--- config.mk ---
export PLATFORM = sky130hd
export DESIGN_NAME = stable_priority_queue_flat
export DESIGN_NICKNAME = d
export VERILOG_FILES = /design/src/rtl/spq_pkg.sv /design/src/rtl/spq_req_if.sv /design/src/rtl/spq_rsp_if.sv /design/src/rtl/spq_datapath.sv /design/src/rtl/spq_controller.sv /design/src/rtl/stable_priority_queue.sv /design/src/flat_wrapper.sv
export SDC_FILE = /design/constraint.sdc
export NUM_CORES = 1
export LEC_CHECK = 0
export ABC_CLOCK_PERIOD_IN_PS = 3880
export BUFFER_PORTS_ARGS = -buffer_cell sky130_fd_sc_hd__buf_2
export CAP_MARGIN = 0
export CORE_MARGIN = 5
export CORE_UTILIZATION = 55
export CTS_CLUSTER_SIZE = 8
export DETAILED_ROUTE_END_ITERATION = 10
export GPL_ROUTABILITY_DRIVEN = 0
export PLACE_DENSITY_LB_ADDON = 0.08
export RECOVER_POWER = 25
export SYNTH_ARGS = -nofsm -noshare
export SYNTH_HDL_FRONTEND = slang
export SYNTH_SLANG_ARGS = --single-unit
--- constraint.sdc ---
create_clock -name clk -period 3.88 [get_ports clk]
set_input_delay 0.776 -clock clk [delete_from_list [all_inputs] [get_ports clk]]
set_output_delay 0.776 -clock clk [all_outputs]
set_load 0.005 [all_outputs]
--- src/rtl/spq_pkg.sv ---
package spq_pkg;

  // Field widths of one request and one response.
  localparam int OPCODE_W    = 1;
  localparam int TAG_W       = 8;
  localparam int PRI_W       = 8;
  localparam int STATUS_W    = 2;
  localparam int OCC_W       = 5;

  // Default number of entries held by the queue.
  localparam int DEF_QUEUE_DEPTH = 16;

  // Request opcodes.
  localparam logic [OPCODE_W-1:0] OP_INSERT  = 1'b0;
  localparam logic [OPCODE_W-1:0] OP_EXECUTE = 1'b1;

  // Response status codes.
  localparam logic [STATUS_W-1:0] ST_OK    = 2'd0;
  localparam logic [STATUS_W-1:0] ST_EMPTY = 2'd1;
  localparam logic [STATUS_W-1:0] ST_FULL  = 2'd2;

  // Controller states.
  typedef enum logic {
    CS_IDLE,
    CS_WORK
  } ctrl_state_t;

  // Commands from the controller to the datapath.
  typedef struct packed {
    logic capture;   // load the request registers
    logic execute;   // apply the held request and load the response register
    logic take;      // the response register is being transferred out
  } spq_cmd_t;

  // Status from the datapath to the controller.
  typedef struct packed {
    logic result_pending;  // the response register holds an untaken result
  } spq_stat_t;

endpackage

--- src/rtl/spq_req_if.sv ---
interface spq_req_if;
  import spq_pkg::*;

  logic                valid;
  logic                ready;
  logic [OPCODE_W-1:0] opcode;
  logic [TAG_W-1:0]    process_tag;
  logic [PRI_W-1:0]    priority_level;

  modport source (output valid, output opcode, output process_tag, output priority_level,
                  input ready);
  modport sink   (input valid, input opcode, input process_tag, input priority_level,
                  output ready);
endinterface

--- src/rtl/spq_rsp_if.sv ---
interface spq_rsp_if;
  import spq_pkg::*;

  logic                valid;
  logic                ready;
  logic [STATUS_W-1:0] status;
  logic [TAG_W-1:0]    served_tag;
  logic [OCC_W-1:0]    occupancy;

  modport source (output valid, output status, output served_tag, output occupancy,
                  input ready);
  modport sink   (input valid, input status, input served_tag, input occupancy,
                  output ready);
endinterface

--- src/rtl/spq_datapath.sv ---
module spq_datapath #(
  parameter int QUEUE_DEPTH = spq_pkg::DEF_QUEUE_DEPTH
) (
  input  logic                          clk,
  input  logic                          rst,
  input  spq_pkg::spq_cmd_t             cmd,
  output spq_pkg::spq_stat_t            stat,
  input  logic [spq_pkg::OPCODE_W-1:0]  opcode,
  input  logic [spq_pkg::TAG_W-1:0]     process_tag,
  input  logic [spq_pkg::PRI_W-1:0]     priority_level,
  output logic [spq_pkg::STATUS_W-1:0]  status,
  output logic [spq_pkg::TAG_W-1:0]     served_tag,
  output logic [spq_pkg::OCC_W-1:0]     occupancy
);
  import spq_pkg::*;

  localparam int CW = $clog2(QUEUE_DEPTH + 1);

  // Held request.
  logic [OPCODE_W-1:0] op_q;
  logic [TAG_W-1:0]    tag_q;
  logic [PRI_W-1:0]    pri_q;

  // Sorted cells; cells below count are valid, in non-decreasing priority number.
  logic [PRI_W-1:0] slot_pri      [QUEUE_DEPTH];
  logic [TAG_W-1:0] slot_tag      [QUEUE_DEPTH];
  logic [PRI_W-1:0] slot_pri_next [QUEUE_DEPTH];
  logic [TAG_W-1:0] slot_tag_next [QUEUE_DEPTH];
  logic [CW-1:0]    count;
  logic [CW-1:0]    count_next;

  logic [QUEUE_DEPTH-1:0] gt;
  logic                   is_full;
  logic                   is_empty;
  logic                   apply_ins;
  logic                   apply_pop;

  logic [STATUS_W-1:0] status_next;
  logic [TAG_W-1:0]    served_next;
  logic                result_valid;

  always_ff @(posedge clk) begin
    if (cmd.capture) begin
      op_q  <= opcode;
      tag_q <= process_tag;
      pri_q <= priority_level;
    end
  end

  assign is_full   = (count == CW'(QUEUE_DEPTH));
  assign is_empty  = (count == '0);
  assign apply_ins = cmd.execute && (op_q == OP_INSERT) && !is_full;
  assign apply_pop = cmd.execute && (op_q == OP_EXECUTE) && !is_empty;

  // Every cell compares itself with the new priority at once. Because the
  // cells are sorted, gt is a run of zeros followed by ones over the valid part.
  for (genvar i = 0; i < QUEUE_DEPTH; i++) begin : g_cell
    assign gt[i] = (CW'(i) < count) && (slot_pri[i] > pri_q);

    always_comb begin
      slot_pri_next[i] = slot_pri[i];
      slot_tag_next[i] = slot_tag[i];
      if (op_q == OP_INSERT) begin
        if (i > 0 && gt[(i > 0) ? i - 1 : 0]) begin
          slot_pri_next[i] = slot_pri[(i > 0) ? i - 1 : 0];
          slot_tag_next[i] = slot_tag[(i > 0) ? i - 1 : 0];
        end else if (gt[i] || (count == CW'(i))) begin
          slot_pri_next[i] = pri_q;
          slot_tag_next[i] = tag_q;
        end
      end else if (i < QUEUE_DEPTH - 1) begin
        slot_pri_next[i] = slot_pri[(i < QUEUE_DEPTH - 1) ? i + 1 : i];
        slot_tag_next[i] = slot_tag[(i < QUEUE_DEPTH - 1) ? i + 1 : i];
      end
    end

    always_ff @(posedge clk) begin
      if (apply_ins || apply_pop) begin
        slot_pri[i] <= slot_pri_next[i];
        slot_tag[i] <= slot_tag_next[i];
      end
    end
  end

  always_comb begin
    count_next  = count;
    status_next = ST_OK;
    served_next = '0;
    if (op_q == OP_INSERT) begin
      if (is_full) begin
        status_next = ST_FULL;
      end else begin
        count_next = count + CW'(1);
      end
    end else begin
      if (is_empty) begin
        status_next = ST_EMPTY;
      end else begin
        count_next  = count - CW'(1);
        served_next = slot_tag[0];
      end
    end
  end

  always_ff @(posedge clk) begin
    if (rst) begin
      count <= '0;
    end else if (cmd.execute) begin
      count <= count_next;
    end
  end

  always_ff @(posedge clk) begin
    if (cmd.execute) begin
      status     <= status_next;
      served_tag <= served_next;
      occupancy  <= OCC_W'(count_next);
    end
  end

  always_ff @(posedge clk) begin
    if (rst) begin
      result_valid <= 1'b0;
    end else if (cmd.execute) begin
      result_valid <= 1'b1;
    end else if (cmd.take) begin
      result_valid <= 1'b0;
    end
  end

  assign stat.result_pending = result_valid;

endmodule

--- src/rtl/spq_controller.sv ---
module spq_controller (
  input  logic                clk,
  input  logic                rst,
  input  logic                req_valid,
  output logic                req_ready,
  input  logic                rsp_ready,
  input  spq_pkg::spq_stat_t  stat,
  output spq_pkg::spq_cmd_t   cmd
);
  import spq_pkg::*;

  ctrl_state_t state;
  ctrl_state_t state_next;
  logic        accept;

  always_ff @(posedge clk) begin
    if (rst) begin
      state <= CS_IDLE;
    end else begin
      state <= state_next;
    end
  end

  // A request may enter while the controller is idle and the response register is empty or emptying.
  assign req_ready = (state == CS_IDLE) && (!stat.result_pending || rsp_ready);
  assign accept    = req_valid && req_ready;

  always_comb begin
    state_next = state;
    unique case (state)
      CS_IDLE: begin
        if (accept) begin
          state_next = CS_WORK;
        end
      end
      CS_WORK: begin
        state_next = CS_IDLE;
      end
      default: begin
        state_next = CS_IDLE;
      end
    endcase
  end

  always_comb begin
    cmd.capture = 1'b0;
    cmd.execute = 1'b0;
    cmd.take    = stat.result_pending && rsp_ready;
    unique case (state)
      CS_IDLE: begin
        cmd.capture = accept;
      end
      CS_WORK: begin
        cmd.execute = 1'b1;
      end
      default: begin
        cmd.execute = 1'b0;
      end
    endcase
  end

endmodule

--- src/rtl/stable_priority_queue.sv ---
// Channel | Role  | Payload
// --------+-------+------------------------------------------------
// req     | sink  | opcode, process_tag, priority_level
// rsp     | source| status, served_tag, occupancy
//
// Each request is transferred into the request register while the controller is
// idle; in the work state every cell compares and shifts in parallel and the
// response register is loaded. The controller's two states keep a new request
// out while one is in work. Reset (rst, synchronous) empties the queue and
// clears any pending response. A stalled response is held, and the next request
// is still taken in the cycle in which that response is transferred.
module stable_priority_queue #(
  parameter int QUEUE_DEPTH = spq_pkg::DEF_QUEUE_DEPTH
) (
  input  logic      clk,
  input  logic      rst,
  spq_req_if.sink   req,
  spq_rsp_if.source rsp
);
  import spq_pkg::*;

  // Command and status between the sequencing logic and the queue storage.
  spq_cmd_t  cmd;
  spq_stat_t stat;

  // The controller decides when a request transfer happens and when the held
  // request is applied to the queue.
  spq_controller u_ctrl (
    .clk       (clk),
    .rst       (rst),
    .req_valid (req.valid),
    .req_ready (req.ready),
    .rsp_ready (rsp.ready),
    .stat      (stat),
    .cmd       (cmd)
  );

  // The datapath holds the sorted cells, the fill count and the response
  // register. An insert lands after every entry of lower or equal priority
  // number, so equal priorities leave in arrival order.
  spq_datapath #(
    .QUEUE_DEPTH (QUEUE_DEPTH)
  ) u_dp (
    .clk            (clk),
    .rst            (rst),
    .cmd            (cmd),
    .stat           (stat),
    .opcode         (req.opcode),
    .process_tag    (req.process_tag),
    .priority_level (req.priority_level),
    .status         (rsp.status),
    .served_tag     (rsp.served_tag),
    .occupancy      (rsp.occupancy)
  );

  // The response is valid for as long as the response register holds a result.
  assign rsp.valid = stat.result_pending;

endmodule

--- src/flat_wrapper.sv ---
// flat-port wrapper written by rule: the top's interface ports become plain ports
module stable_priority_queue_flat import spq_pkg::*;
#(
  parameter int QUEUE_DEPTH = spq_pkg::DEF_QUEUE_DEPTH
)
  (clk, rst, req_valid, req_opcode, req_process_tag, req_priority_level, req_ready, rsp_valid, rsp_status, rsp_served_tag, rsp_occupancy, rsp_ready);
  spq_req_if req_i ();
  spq_rsp_if rsp_i ();
  input  logic clk;
  input  logic rst;
  input wire logic [$bits(req_i.valid)-1:0] req_valid;
  input wire logic [$bits(req_i.opcode)-1:0] req_opcode;
  input wire logic [$bits(req_i.process_tag)-1:0] req_process_tag;
  input wire logic [$bits(req_i.priority_level)-1:0] req_priority_level;
  output wire logic [$bits(req_i.ready)-1:0] req_ready;
  output wire logic [$bits(rsp_i.valid)-1:0] rsp_valid;
  output wire logic [$bits(rsp_i.status)-1:0] rsp_status;
  output wire logic [$bits(rsp_i.served_tag)-1:0] rsp_served_tag;
  output wire logic [$bits(rsp_i.occupancy)-1:0] rsp_occupancy;
  input wire logic [$bits(rsp_i.ready)-1:0] rsp_ready;
  assign req_i.valid = req_valid;
  assign req_i.opcode = req_opcode;
  assign req_i.process_tag = req_process_tag;
  assign req_i.priority_level = req_priority_level;
  assign req_ready = req_i.ready;
  assign rsp_valid = rsp_i.valid;
  assign rsp_status = rsp_i.status;
  assign rsp_served_tag = rsp_i.served_tag;
  assign rsp_occupancy = rsp_i.occupancy;
  assign rsp_i.ready = rsp_ready;
  stable_priority_queue #(.QUEUE_DEPTH(QUEUE_DEPTH)) u_core (.clk(clk), .rst(rst), .req(req_i), .rsp(rsp_i));
endmodule
# Word level (Yosys, flattened, before mapping)
# Memories as Yosys holds them, arrays and structs flattened.
# Index checks and enable logic that the tools add are counted.
# Widths: inputs -> output; s select.
# op_classes
n_mux,108
magnitude_cmp,32
n_addsub,2
eq_ne,16
n_bitwise,2
reduce_logical,47
# ops
op,count
$mux 8,94
$gt 8x8->1,16
$eq 5x4->1 const B,8
$lt 4x5->1 const A,8
$logic_and 1x1->1,23
$eq 5x3->1 const B,4
$lt 3x5->1 const A,4
$logic_or 1x1->1,18
$mux 5,3
$eq 5x2->1 const B,2
$lt 1x5->1 const A,2
$lt 2x5->1 const A,2
$mux 1,8
$add 5x1->5 const B,1
$eq 5x1->1 const B,1
$eq 5x5->1 const B,1
$logic_not 5->1,1
$sub 5x1->5 const B,1
$mux 2,2
$logic_not 1->1,3
$not 1->1,2
$pmux 1 s2,1
$reduce_bool 2->1,1
$reduce_or 2->1,1
# totals
memories,2
out_inout_bits,17
register_bits,39
mem_bits_rw,256
wordCells,218
inputBits,21
# memory_table
memory,words,word_bits,rd,rd_clocked_by_memory_dff,write_ports,line_no,source
u_core.u_dp.slot_pri,16,8,16,0,16,spq_datapath.sv:25,logic [PRI_W-1:0] slot_pri [QUEUE_DEPTH];
u_core.u_dp.slot_tag,16,8,16,0,16,spq_datapath.sv:26,logic [TAG_W-1:0] slot_tag [QUEUE_DEPTH];

# Logic depth before layout (Yosys ltp)
# An unclocked memory read counts as a cell.
# depth
word_depth,7
ltp_mapped,10
mapped_depth_nobuf,7

# Modules after synthesis
# From an unflattened synthesis, not the netlist that was laid out.
# hier_totals
cells_unflattened,1709
hier_area_um2,18472.7
# modules_own_cells
module,area_per_inst_um2,instances,cells_each,seq_area_each_um2
spq_datapath,18390.1,1,1701,8768.4
spq_controller,82.6,1,8,20.0

# Worst setup path after synthesis
# OpenSTA, ideal clock, no wires.
# synth_path
path_type,register to register
from,register u_core.u_dp.pri_q[1] (netlist name)
to,"memory u_core.u_dp.slot_pri[7][0], in the netlist u_core.u_dp.slot_pri[0][56] (enable)"
required_ps,3481
path_stages_with_launch,8
period_less_slack_ps,3428
t_arrival_ps,3029
path_buffers,1
setup_time_ps,399
setup_slack_ps,452
cell_sequence,edfxtp_1 -> inv_1 -> ha_1 -> and4_1 -> a211oi_2 -> clkbuf_1 -> nor2_1 -> a31oi_1
# synth_rtl
item,line_no
"end, declared",spq_datapath.sv:25

==> flow_metrics.py <==
metrics = {
    "status": {
        "status": "finished, violations left",
        "violations": "max-capacitance violations, max-slew violations",
    },
    "clocking": {
        "htreeDepth": 2,
        "postCtsSetupRepairBufs": 0,
        "cts_buffers": 43,
        "postCtsHoldBufs": 0,
        "cts.sinks": 295,
        "tritoncts": "done",
        "ctsRootBufferMaster": "clkbuf_16",
        "cts_buffer_depth": 3,
        "clkTransAtPathRegs_ps": 50,
        "clk_latency_ps": 570,
        "cts_resized": 0,
    },
    "min_path": {
        "min_path_type": "in2reg",
        "min_path_cells": 1,
    },
    "critical_path": {
        "critPathKind": "reg2reg",
        "cp_max_fo": 17,
        "start_kind": "flop",
        "rr_worst_depth": 9,
        "critical_path_arrival_ps": 3710,
        "end_kind": "flop",
        "cp_data_required_time_ps": 4110,
    },
    "yosys": {
        "async_flop_share_pct": 0,
        "postSynthCellCount": 1660,
        "ys_seq_elements": 295,
        "yosys.area_share.adder_pct": 8.98,
        "synth_area_leaders": "edfxtp_1 (47%), a221o_1 (11%), ha_1 (9.0%), nor2b_1 (7.8%), a21oi_1 (5.1%)",
        "synth-compound-area-share_pct": 21.7,
        "synth_nets": 1814,
        "synth_area_um2": 18500,
        "yosysSeqAreaShare_pct": 47.4,
        "synth_area_leader_cell": "edfxtp_1",
        "yosysWarnings": 0,
        "muxShareOfSynthArea_pct": 1.08,
        "synth_top_family_by_area": "compound AO/OA/AOI/OAI gates",
        "post_synth_xor_area_fraction_pct": 0.142,
        "yosys.area.top_type_share_pct": 46.7,
        "synthSimpleGateAreaFrac_pct": 15.7,
        "synth_edf_count": 288,
        "synth.distinct_cells": 61,
        "avgSynthCellArea_um2": 11.2,
        "synth_ff_type": "edfxtp_1",
    },
    "drt": {
        "wirelength_um": 57500,
        "avgViaCountPerCell": 6.90,
        "dr.pass1.iters": 6,
        "wl_per_cell_um": 27.0,
        "antenna_left": 0,
        "drt_iter0_markers": 1864,
        "num_vias": 14664,
        "drc": 0,
    },
    "cells_and_area": {
        "nets": 1812,
        "mostFrequentLayoutCell": "edfxtp_1",
        "final_cell_mix": "edfxtp_1 (288), nor2b_1 (231), a221o_1 (212)",
        "fill_cells": 2796,
        "area_growth_pct": 9.09,
        "antennaDiodeCount": 0,
        "drive_gt1_share_pct": 10.3,
    },
    "floorplan": {
        "dieArea_um2": 37500,
        "start_util_pct": 55.6,
        "die_x_um": 194,
        "pin_count": 38,
        "rows": 67,
        "die_y_um": 194,
        "core_um2": 33400,
    },
    "global_route": {
        "grt_antenna_before_repair": 0,
        "overflow": 0,
        "grt_usage_pct": 29.4,
        "first_global_vias": 13633,
        "grt_pass1_wl_um": 85200,
        "grt_max_degree": 247,
    },
    "sta": {
        "rsz0062_at_grt": "no",
        "relSlewSlack_pct": -25.4,
        "min_period_ps": 3480,
        "fmaxAchievable_mhz": 287,
        "hold_viol": 0,
        "hold_slack_ps": 379,
        "fin_crit_sh_pct": 89.7,
        "drv_slew": 364,
        "fin_tns_setup_ps": 0,
        "final-setup-viol-count": 0,
        "fin_skew_ps": 32.1,
        "tightest_slew_ps": 1880,
    },
    "placement": {
        "io_buffers": 37,
        "dp_hpwl_um": 39300,
    },
    "power_and_ir_drop": {
        "power_leakage_uw": 0.00737,
        "p_per_area_nw_per_um2": 433,
        "ir_drop_uv": 483,
    },
    "job": {
        "max_cap_viol_count": 3,
    },
}
## per-layer routing
metal / vias to the layer above / part of all wire, % / global-route usage, % / routed length (µm)
li1: 6568 / - / - / -
met1: 7084 / 45 / 46.2 / 26100
met2: 883 / 40 / 39.8 / 23200
met3: 129 / 9.5 / 4.70 / 5480
met4: 0 / 4.7 / 13.3 / 2680
met5: - / 0 / 0 / 0
## synth_stat cells, drive strengths merged, types with 3 or more instances
cell	instances
nand4	20
and4	25
nor2	32
nand2b	4
nor3	69
o211ai	17
dfxtp	7
or2	5
a31oi	12
o41a	4
ha	133
o31a	9
a21oi	192
nand2	67
nand4bb	10
o21ai	22
a211oi	17
nand3	6
mux2	16
a221o	212
a221oi	3
buf	60
edfxtp	288
o221ai	13
a22oi	7
clkbuf	101
inv	31
nor2b	231
a21o	3
and2	21
## metrics by stage
| step | std cells | cell area [µm²] | setup WS, ps | total power, µW | utilization, % |
|---|---|---|---|---|---|
| global route | 2126 | 20200 | 229 | 9050 | 60.6 |
| detailed placement | 2061 | 19100 | 711 | 5360 | 57.2 |
| CTS | 2126 | 20300 | 671 | 8750 | 60.8 |
| floorplan | 1660 | 18500 | 452 | 4920 | - |
| finish | 2126 | 20200 | 401 | 8760 | 60.6 |
| global placement | 2061 | 19100 | 786 | 5310 | 57.2 |
## final cells by class
cell class	count	area, µm²	share of cell area, %
multi-input combinational	1173	8840	43.7
sequential	295	8790	43.5
clock buffer	62	1160	5.72
timing repair buffer	114	719	3.56
tap	448	561	2.77
inverter	31	116	0.575
clock inverter	3	41.3	0.204
## cells by family after synthesis
kind of cell / count (synthesis)
compound gates: 520
simple gates: 499
flops: 295
xor+xnor: 3
buf+inv: 192
mux: 18
fa+ha+maj: 133
## path summary, 6_finish.rpt
kind	slack, ps	to	startpoint
setup / recovery	400	u_core.u_dp.slot_tag[1][11]	u_core.u_dp.pri_q[2]
hold / removal	380	u_core.u_dp.pri_q[0]	req_priority_level[0]
setup reg to reg	400	u_core.u_dp.slot_tag[1][11]	u_core.u_dp.pri_q[2]
hold reg to reg	550	u_core.u_dp.stat	u_core.u_dp.stat
## registers in the layout, summed over array words and instances (netlist names)
register / cells
u_core.u_dp.pri_q: 8
u_core.u_dp.served_tag: 8
u_core.u_dp.occupancy: 5
u_core.u_dp.op_q: 1
u_core.u_dp.slot_tag: 128
u_core.u_dp.count: 5
u_core.u_ctrl.state: 1
u_core.u_dp.slot_pri: 128
u_core.u_dp.stat: 1
u_core.u_dp.status: 2
u_core.u_dp.tag_q: 8
## worst max-delay path: stages, from the launching register on
cell	delay, ps
edfxtp_1	420
inv_1	590
ha_1	370
nand4_1	70
nor2_1	80
a2111oi_4	340
or2_0	190
clkbuf_1	600
o41a_1	230
buf_4	230
## where the power goes
| part | internal, µW | switching (µW) |
|---|---|---|
| clock | 2040 | 1370 |
| sequential | 3730 | 155 |
| combinational | 564 | 893 |
| total | 6330 | 2420 |
(Power assumes the default switching activity.)
